File: src/hw/rtl/msort_pkg.sv
// ----------------------------------------------------------------------------
// msort_pkg
// Shared sizes, types and the job format for the merge sorter.
// ----------------------------------------------------------------------------
package msort_pkg;

  localparam int MAX_ELEMENTS = 64;
  localparam int VALUE_WIDTH  = 32;
  localparam int IDX_W        = $clog2(MAX_ELEMENTS);
  localparam int CNT_W        = $clog2(MAX_ELEMENTS + 1);
  localparam int SUM_W        = CNT_W + 1;
  localparam int QUEUE_DEPTH  = 4;
  localparam int QPTR_W       = $clog2(QUEUE_DEPTH);

  typedef logic signed [VALUE_WIDTH-1:0] value_t;
  typedef logic [IDX_W-1:0]              idx_t;
  typedef logic [CNT_W-1:0]              cnt_t;
  typedef logic [SUM_W-1:0]              sum_t;

  // One classified input transaction as handed from the front to the back.
  typedef struct packed {
    logic   store;     // value goes into the element store
    logic   close;     // set is complete, sort and emit
    idx_t   index;
    value_t value;
    cnt_t   count;     // element count of the set when close is set
    logic   overflow;
  } job_t;

  typedef struct packed {
    logic empty;
    logic full;
  } queue_status_t;

endpackage

File: src/hw/rtl/msort_queue.sv
// ----------------------------------------------------------------------------
// msort_queue
// Short first-in first-out queue of jobs between the front and the back.
// ----------------------------------------------------------------------------
module msort_queue (
  input  logic                      clk,
  input  logic                      rst,
  input  logic                      push,
  input  msort_pkg::job_t           push_job,
  input  logic                      pop,
  output msort_pkg::job_t           head,
  output msort_pkg::queue_status_t  status
);

  msort_pkg::job_t                 entries [msort_pkg::QUEUE_DEPTH];
  logic [msort_pkg::QPTR_W-1:0]    wr_ptr;
  logic [msort_pkg::QPTR_W-1:0]    rd_ptr;
  logic [msort_pkg::QPTR_W:0]      level;

  assign head         = entries[rd_ptr];
  assign status.empty = level == '0;
  assign status.full  = level == (msort_pkg::QPTR_W + 1)'(msort_pkg::QUEUE_DEPTH);

  always_ff @(posedge clk) begin
    if (push) begin
      entries[wr_ptr] <= push_job;
    end
  end

  always_ff @(posedge clk) begin
    if (rst) begin
      wr_ptr <= '0;
      rd_ptr <= '0;
      level  <= '0;
    end else begin
      if (push) begin
        wr_ptr <= wr_ptr + msort_pkg::QPTR_W'(1);
      end
      if (pop) begin
        rd_ptr <= rd_ptr + msort_pkg::QPTR_W'(1);
      end
      if (push && !pop) begin
        level <= level + (msort_pkg::QPTR_W + 1)'(1);
      end else if (pop && !push) begin
        level <= level - (msort_pkg::QPTR_W + 1)'(1);
      end
    end
  end

endmodule

File: config.mk
export PLATFORM = sky130hd
export DESIGN_NAME = msort_queue
export DESIGN_NICKNAME = d
export VERILOG_FILES = /design/src/hw/rtl/msort_pkg.sv /design/src/hw/rtl/msort_queue.sv
export SDC_FILE = /design/constraint.sdc
export NUM_CORES = 1
export LEC_CHECK = 0
export BUFFER_PORTS_ARGS = -buffer_cell sky130_fd_sc_hd__buf_2
export CAP_MARGIN = 0
export CORE_UTILIZATION = 35
export DETAILED_ROUTE_END_ITERATION = 12
export GPL_TIMING_DRIVEN = 1
export PLACE_DENSITY = 0.59
export SYNTH_ARGS = -nofsm -noshare
export SYNTH_HDL_FRONTEND = slang
export SYNTH_SLANG_ARGS = --single-unit
File: constraint.sdc
create_clock -name clk -period 2.7 [get_ports clk]
set_input_delay 0.54 -clock clk [delete_from_list [all_inputs] [get_ports clk]]
set_output_delay 0.54 -clock clk [all_outputs]
set_load 0.005 [all_outputs]
==> impl_results.md <==
- Synthesized instance count: 294
- Initial antenna violation count: 0
- Num rows: 52
- Starting density of the core: 36.0%
- Number of routed nets with antenna violations: 0
- Pre-CTS WS: 0.636 ns
- # hold bufs at CTS: 0
- Clock sinks: approximately 200
- Largest cells by area after synthesis: edfxtp_1, mux4_2, dfxtp_1
- Drt first pass iters: 4
- Clk buf depth: 3
- Slew HR: approximately two thirds
- Cell family with most CP delay: multiplexers
- LEAKAGE: 3.05 nW
- Port buffer count: 101
- Gr usage total: approximately 13%
- Synth unique cells: 21
- Finish-stage setup viols: 0
- Vias in the first global route: 3769
- Ys async rst share: 0%
- 1st-iter DRT viols: 140
- Mean Syn Cell Area: 25.0 um2
- Synth Flop Type: edfxtp_1
- CP peak stage delay: around 0.54 ns
- Buffers and inverters on the worst path: 2
- First-pass GRT wire length: ~21 mm
- Area delta synth->final: 22.6%
- Worst path cell trace: buf_12 -> mux4_2 -> buf_2
- Max Cap Viol: 0
- Synth warnings: 0
- Min cycle time layout: around 2.4 ns
- Total Neg Setup Slack: 0 ns
- Worst slew pin tran: 0.508 ns
- Post-Syn Area: 0.00735 mm2
- Hold Crit Class: input port to register
- Fin worst setup slack: 0.253 ns
- Die X: 147 um
- Peak VDD IR: ~0.52 mV
- Largest net degree at the start of global routing: 30
- Area of the die: 0.0216 mm2
- Post-synth top cells: edfxtp_1, mux4_2, dfxtp_1, nor2_1, ha_1
- Final Max Tran Viols: 0
- Vias per cell: roughly 4.8
- CP startpoint kind: register
- Post-CTS Setup Repair Bufs: 0
- Core area: between 0.02 and 0.025 mm2
- Layout cell share with drive strength beyond 1: 45.9%
- Total Nets Final: 479
- Most area-hungry cell type in the Yosys netlist: edfxtp_1
- Flops & latches, synth: 201
- Clock Skews: around 0.017 ns
- Final Hold Fails: 0
- Clk slew on worst S/H paths: 0.06 ns
- RSZ-0062 raised after global routing: no
- PwrDens: 789 mW/mm2
- DR DRC count: 0
- Critical path fanouts, max: 21
- Post-synth top area share: 78.5%
- Count leader, synth: edfxtp_1
- Root Buffer: clkbuf_16
- DRT Wirelength: 13.3 mm
- Vias: 3369
- CP max-delay cell: mux4_2
- CP Capture Type: output port
- Required time of the worst setup path: 2.16 ns
- Antenna cells: 0
- Die extent in y: 147 um
- IO Pins: 102
- Status: complete, no violations
- CTS buffer count: 22
- Type of the worst setup path: register to output port
- Period utilization: between 90% and 100%
- WL/cell: around 19 um
- Total gr overflow: 0
- Number of synthesized flops with an enable pin: between 150 and 200
- Post-DP HPWL: 8.13 mm
- H-Tree Depth: 1
- Clock latency on the worst-skew pair: 0.49 ns
- CTS tree: built
- Syn_nets: between 300 and 400
- Arrival time at the worst endpoint: 1.91 ns
- Fmax: 0.409 GHz
- Part of the Yosys area used for sequential elements: 80.9%
- Reg2reg setup slack: 1.08 ns
- RePlAce Congestion: 0.636
- PostCTS Resize Cnt: 0
## worst register-to-register path: stages, from the launching register on
cell	delay, ns
dfxtp_1	0.40
ha_1	0.16
and2_2	0.46
buf_4	0.28
## final timing paths
| check | start | to | cells past startpoint |
|---|---|---|---|
| worst min register to register | rd_ptr[1]$_SDFFE_PP0P_ | register | 2 |
| worst max-delay path | register | head[43] | 3 |
| worst min-delay path | push_job[3] | entries[2][3]$_DFFE_PP_ | 1 |
| worst max register to register | wr_ptr[0]$_SDFFE_PP0P_ | entries[3][31]$_DFFE_PP_ | 3 |
## placed cells by master (no fill, tap or decap), types with 2 or more instances in the layout
| master | n |
|---|---|
| clkinv_2 | 3 |
| dfxtp_1 | 7 |
| inv_1 | 4 |
| mux4_2 | 48 |
| xor2_1 | 3 |
| clkinvlp_4 | 2 |
| edfxtp_1 | 192 |
| buf_4 | 6 |
| xnor2_1 | 2 |
| clkbuf_1 | 6 |
| nor2_1 | 7 |
| buf_12 | 7 |
| mux2i_1 | 2 |
| clkbuf_16 | 24 |
| ha_1 | 5 |
| and2_2 | 4 |
| buf_2 | 101 |
## cells by family (layout without fill, tap and decap cells)
kind of cell / Yosys count / after routing / synth area share, %
AO/OA/AOI/OAI: 2 / 2 / 0.136
XOR/XNOR: 5 / 5 / 0.596
adder cells (fa/ha/maj): 6 / 6 / 1.12
buffers and inverters: 15 / 155 / 1.23
flip-flops: 201 / 201 / 80.9
multiplexers: 50 / 50 / 15.0
AND/OR/NAND/NOR: 15 / 15 / 1.00
## layer usage
metal	wire length (um)	part of all wire [%]	track usage, %
met3	669	5.0	2.92
met2	6710	51	22.3
met1	5580	42	15.5
met4	317	2.4	3.54
met5	0	0	0
## power breakdown
| group | total, mW | internal, mW | switching (mW) |
|---|---|---|---|
| combinational | 0.635 | 0.325 | 0.310 |
| sequential | 3.63 | 3.58 | 0.0483 |
| clock | 2.85 | 1.73 | 1.11 |
## area by class of cell
type / instances / area (um2)
multi-input cells: 78 / 1320
inverters: 4 / 15.0
clock inverters: 6 / 60.1
repair buffers: 114 / 691
flip-flops and latches: 201 / 5950
clock buffers: 31 / 637
fillers: 1760 / 11400
well taps: 270 / 338
## sequential cells by signal (all words and copies together) (netlist names), named ones only
signal   count
wr_ptr       2
entries    192
rd_ptr       2
level        3
## metrics by stage
step / cells / instance area (um2) / hold WS [ns] / utilization, % / power [mW]
floorplan: 294 / 7350 / 0.466 / - / 4.04
global placement: 667 / 8310 / 0.478 / 40.7 / 4.32
detailed placement: 667 / 8310 / 0.515 / 40.7 / 4.35
CTS: 704 / 9010 / 0.229 / 44.1 / 7.23
global route: 704 / 9010 / 0.239 / 44.1 / 7.38
finish: 704 / 9010 / 0.260 / 44.1 / 7.11
Note: power is estimated with default switching activity, not from simulation.
