$ cat src/hw/rtl/msort_pkg.sv
// ----------------------------------------------------------------------------
// msort_pkg
// Shared sizes, types and the job format for the merge sorter.
// ----------------------------------------------------------------------------
package msort_pkg;

  localparam int MAX_ELEMENTS = 64;
  localparam int VALUE_WIDTH  = 32;
  localparam int IDX_W        = $clog2(MAX_ELEMENTS);
  localparam int CNT_W        = $clog2(MAX_ELEMENTS + 1);
  localparam int SUM_W        = CNT_W + 1;
  localparam int QUEUE_DEPTH  = 4;
  localparam int QPTR_W       = $clog2(QUEUE_DEPTH);

  typedef logic signed [VALUE_WIDTH-1:0] value_t;
  typedef logic [IDX_W-1:0]              idx_t;
  typedef logic [CNT_W-1:0]              cnt_t;
  typedef logic [SUM_W-1:0]              sum_t;

  // One classified input transaction as handed from the front to the back.
  typedef struct packed {
    logic   store;     // value goes into the element store
    logic   close;     // set is complete, sort and emit
    idx_t   index;
    value_t value;
    cnt_t   count;     // element count of the set when close is set
    logic   overflow;
  } job_t;

  typedef struct packed {
    logic empty;
    logic full;
  } queue_status_t;

endpackage

$ cat src/hw/rtl/msort_in_if.sv
// ----------------------------------------------------------------------------
// msort_in_if
// Input channel of the merge sorter: one value per transaction.
// ----------------------------------------------------------------------------
interface msort_in_if;
  logic                 valid;
  logic                 ready;
  msort_pkg::value_t    value;
  logic                 last;

  modport source (output valid, output value, output last, input ready);
  modport sink   (input valid, input value, input last, output ready);
endinterface

$ cat src/hw/rtl/msort_front.sv
// ----------------------------------------------------------------------------
// msort_front
// Accepts input transactions, assigns store slots and detects overflow.
// ----------------------------------------------------------------------------
module msort_front (
  input  logic                clk,
  input  logic                rst,
  msort_in_if.sink            items,
  input  logic                queue_full,
  output logic                push,
  output msort_pkg::job_t     job
);

  msort_pkg::cnt_t count;
  logic            dropped;
  logic            has_room;

  assign has_room    = count < msort_pkg::CNT_W'(msort_pkg::MAX_ELEMENTS);
  assign items.ready = !queue_full;
  assign push        = items.valid && items.ready;

  always_comb begin
    job.store    = has_room;
    job.close    = items.last;
    job.index    = count[msort_pkg::IDX_W-1:0];
    job.value    = items.value;
    job.count    = has_room ? count + msort_pkg::CNT_W'(1) : count;
    job.overflow = dropped || !has_room;
  end

  always_ff @(posedge clk) begin
    if (rst) begin
      count   <= '0;
      dropped <= 1'b0;
    end else if (push) begin
      if (items.last) begin
        count   <= '0;
        dropped <= 1'b0;
      end else if (has_room) begin
        count <= count + msort_pkg::CNT_W'(1);
      end else begin
        dropped <= 1'b1;
      end
    end
  end

endmodule

$ cat src/flat_wrapper.sv
// flat-port wrapper written by rule: the top's interface ports become plain ports
module msort_front_flat 
  (clk, rst, queue_full, push, job, items_valid, items_value, items_last, items_ready);
  msort_in_if items_i ();
  input  logic clk;
  input  logic rst;
  input  logic queue_full;
  output logic push;
  output msort_pkg::job_t job;
  input wire logic [$bits(items_i.valid)-1:0] items_valid;
  input wire logic [$bits(items_i.value)-1:0] items_value;
  input wire logic [$bits(items_i.last)-1:0] items_last;
  output wire logic [$bits(items_i.ready)-1:0] items_ready;
  assign items_i.valid = items_valid;
  assign items_i.value = items_value;
  assign items_i.last = items_last;
  assign items_ready = items_i.ready;
  msort_front u_core (.clk(clk), .rst(rst), .items(items_i), .queue_full(queue_full), .push(push), .job(job));
endmodule
$ cat config.mk
export PLATFORM = sky130hd
export DESIGN_NAME = msort_front_flat
export DESIGN_NICKNAME = d
export VERILOG_FILES = /design/src/hw/rtl/msort_pkg.sv /design/src/hw/rtl/msort_in_if.sv /design/src/hw/rtl/msort_front.sv /design/src/flat_wrapper.sv
export SDC_FILE = /design/constraint.sdc
export NUM_CORES = 1
export LEC_CHECK = 0
export ABC_AREA = 1
export ABC_CLOCK_PERIOD_IN_PS = 2000
export BUFFER_PORTS_ARGS = -buffer_cell sky130_fd_sc_hd__buf_4
export CORE_UTILIZATION = 36
export DETAILED_ROUTE_END_ITERATION = 8
export GPL_ROUTABILITY_DRIVEN = 0
export PLACE_DENSITY = 0.92
export SYNTH_ARGS = -nofsm -noshare
export SYNTH_HDL_FRONTEND = slang
export SYNTH_SLANG_ARGS = --single-unit
$ cat constraint.sdc
create_clock -name clk -period 2 [get_ports clk]
set_clock_uncertainty 0.15 [all_clocks]
set_input_delay 0.1 -clock clk [delete_from_list [all_inputs] [get_ports clk]]
set_output_delay 0.1 -clock clk [all_outputs]
set_load 0.05 [all_outputs]
==> results.toml <==
[cells_and_area]
areaGrowthSynthToFinish_pct = -10.2
fillers = 222
seqCellArea_um2 = 160
final_cells = 120
final_cell_mix = "22 x nand2_1, 22 x buf_4, 8 x dfxtp_1, 7 x inv_1, 5 x a21oi_1"
multi_input_area_um2 = 277
antennaDiodeCount = 0
nets = 133
drive_gt1_frac = 0.409

[cts]
ctsResizeCount = 0
clockBufferDepth = 2
numClockSinks = 8
htree_levels = 1
clock_latency_ps = 250
post-cts-setup-buffer-count = 0
cts_buffers = 3
root_buffer = "clkbuf_4"
cts_hold_buf = 1
clkTransAtPathRegs_ps = 60
cts_tree = "yes"

[floorplan]
core_area_mm2 = 0.00200
ios = 87
start_util = 0.394
die-height_um = 48.8
rows = 16
die_w_um = 48.8
dieArea_mm2 = 0.00238

[logic_synthesis]
yosys_warnings = 0
syn_nets = 146
yosys.area.top_type = "buf_4"
synth-seq-cells = 8
synth_area_leaders = "buf_4 38%, dfxtp_1 20%, nand2_1 10%, inv_1 3.3%, a21oi_1 3.2%"
synth_area_um2 = 788
synth_top_area_frac = 0.381
ys_types = 24
yosysSeqAreaShare = 0.203
synth_area_per_cell_um2 = 7.30
synthCells = 108

[global_route]
grt_use_met1 = 0.137
grt_pass1_wl_um = 2400
grt_pass1_vias = 554
grtUsageTotal = 0.131
gr-total-overflow = 0
grt_busiest_layer = "met2"
grt_max_degree = 9
met3_usage = 0.0343
grtUsageMet2 = 0.204
antenna_found_initial = 0

[sta]
finalCritPeriodShare = 0.856
rsz0062_at_grt = "no"
worstMarginPinSlew_ps = 377
setup_viol = 0
timing.fmax_mhz = 584
relSlewSlack = 0.748
drv_slew = 0
hold_viol = 0
fin_crit_ps = 1710
tns_ps = 0
setup_slack_ps = 288

[detailed_routing]
drtPass1Iterations = 4
routed-via-count = 568
vias_per_cell = 4.73
first_iter_violations = 11
wl_um = 1530
ant_nets = 0
drcViolationCount = 0
detail_route.wl_per_cell_um = 12.7

[power_and_ir_drop]
p_leak_uw = 0.000348
peakVddDrop_uv = 263
powerDensity_mw_per_mm2 = 487

[status]
status = "finished clean"

[place]
pre_cts_slack_ps = 548
io_buffers = 22
dp_hpwl_um = 1190
dp.cells = 116

[critical_path]
critical_path_class = "register to output port"
critPathMaxFanout = 5
worst_setup_path_end_kind = "output port"
critPathArrivalTime_ps = 1460
critPathLaunchType = "register"
crit_required_ps = 1750

[worst_hold_path]
hold_path.class = "input port to register"

[job]
drv_cap = 0
-- report_power, final --
group          internal (uW)  leakage (uW)  switching, uW
Combinational           18.9      0.000269           39.5
Sequential               161     0.0000645           1.89
Clock                   68.7     0.0000138           55.3
-- state kept, by name, summed over array words and instances, names as in the netlist --
| signal | flops |
|---|---|
| u_core.dropped | 1 |
| u_core.count | 7 |
-- area by class of cell --
class	count	area share
Tap cell	27	0.0477
Timing Repair Buffer	23	0.247
Sequential cell	8	0.226
Clock buffer	3	0.0318
Inverter	10	0.0565
Multi-Input combinational cell	49	0.390
-- metal layers --
layer,wire (um),part of all wire,up-vias
met3,162,0.11,12
met5,0,0,-
met1,590,0.39,256
met2,707,0.46,32
li1,-,-,268
met4,68,0.045,0
-- logic make-up (layout without fill, tap and decap cells) --
group	Yosys count	count (layout)	share of synthesized area
AOI/OAI and AO/OA	12	12	0.108
xor gates and xnor gates	2	2	0.0318
adders and majority gates	1	1	0.0159
buffers and inverters	51	36	0.446
DFF	8	8	0.203
and+or+nand+nor	34	34	0.195
-- cell usage after synthesis --
cell and count:
a21oi_1 5, a21oi_2 2, a31o_2 1, a31oi_1 1
buf_4 40, buf_6 1, clkinv_1 1, dfxtp_1 8
ha_1 1, inv_1 7, inv_2 1, inv_4 1
nand2_1 22, nand2_2 2, nand3_1 2, nand3_2 2
nand4_1 1, nor2_1 3, nor2_2 1, nor3_1 1
o21ai_0 1, o21bai_2 2, xnor2_1 1, xnor2_2 1
-- final timing paths --
path	start	end	slack, ps	cells past startpoint
worst min-delay path	items_last	u_core.count[1]$_SDFFE_PP0P_	30	4
worst max-delay path	u_core.count[0]$_SDFFE_PP0P_	job[5]	290	5
worst min register to register	u_core.dropped$_SDFFE_PP0P_	u_core.dropped$_SDFFE_PP0P_	320	2
worst max register to register	u_core.count[0]$_SDFFE_PP0P_	u_core.count[4]$_SDFFE_PP0P_	600	6
-- worst max-delay path: stages (launching register included) --
cell and delay [ps]:
dfxtp_1 430, ha_1 240, nand2_2 100, o21ai_0 160
nand2_1 90, buf_4 190
-- metrics by stage --
step | hold slack, ps | cell area [um2] | utilization | power [uW]
2_1_floorplan | 12.4 | 788 | - | 375
3_3_place_gp | 50.3 | 676 | 0.338 | 222
3_5_place_dp | 50.3 | 676 | 0.338 | 223
4_1_cts | 25.3 | 708 | 0.354 | 351
5_1_grt | 34.2 | 708 | 0.354 | 366
6_report | 29.9 | 708 | 0.354 | 345
Note: power is estimated with default switching activity, not from simulation.
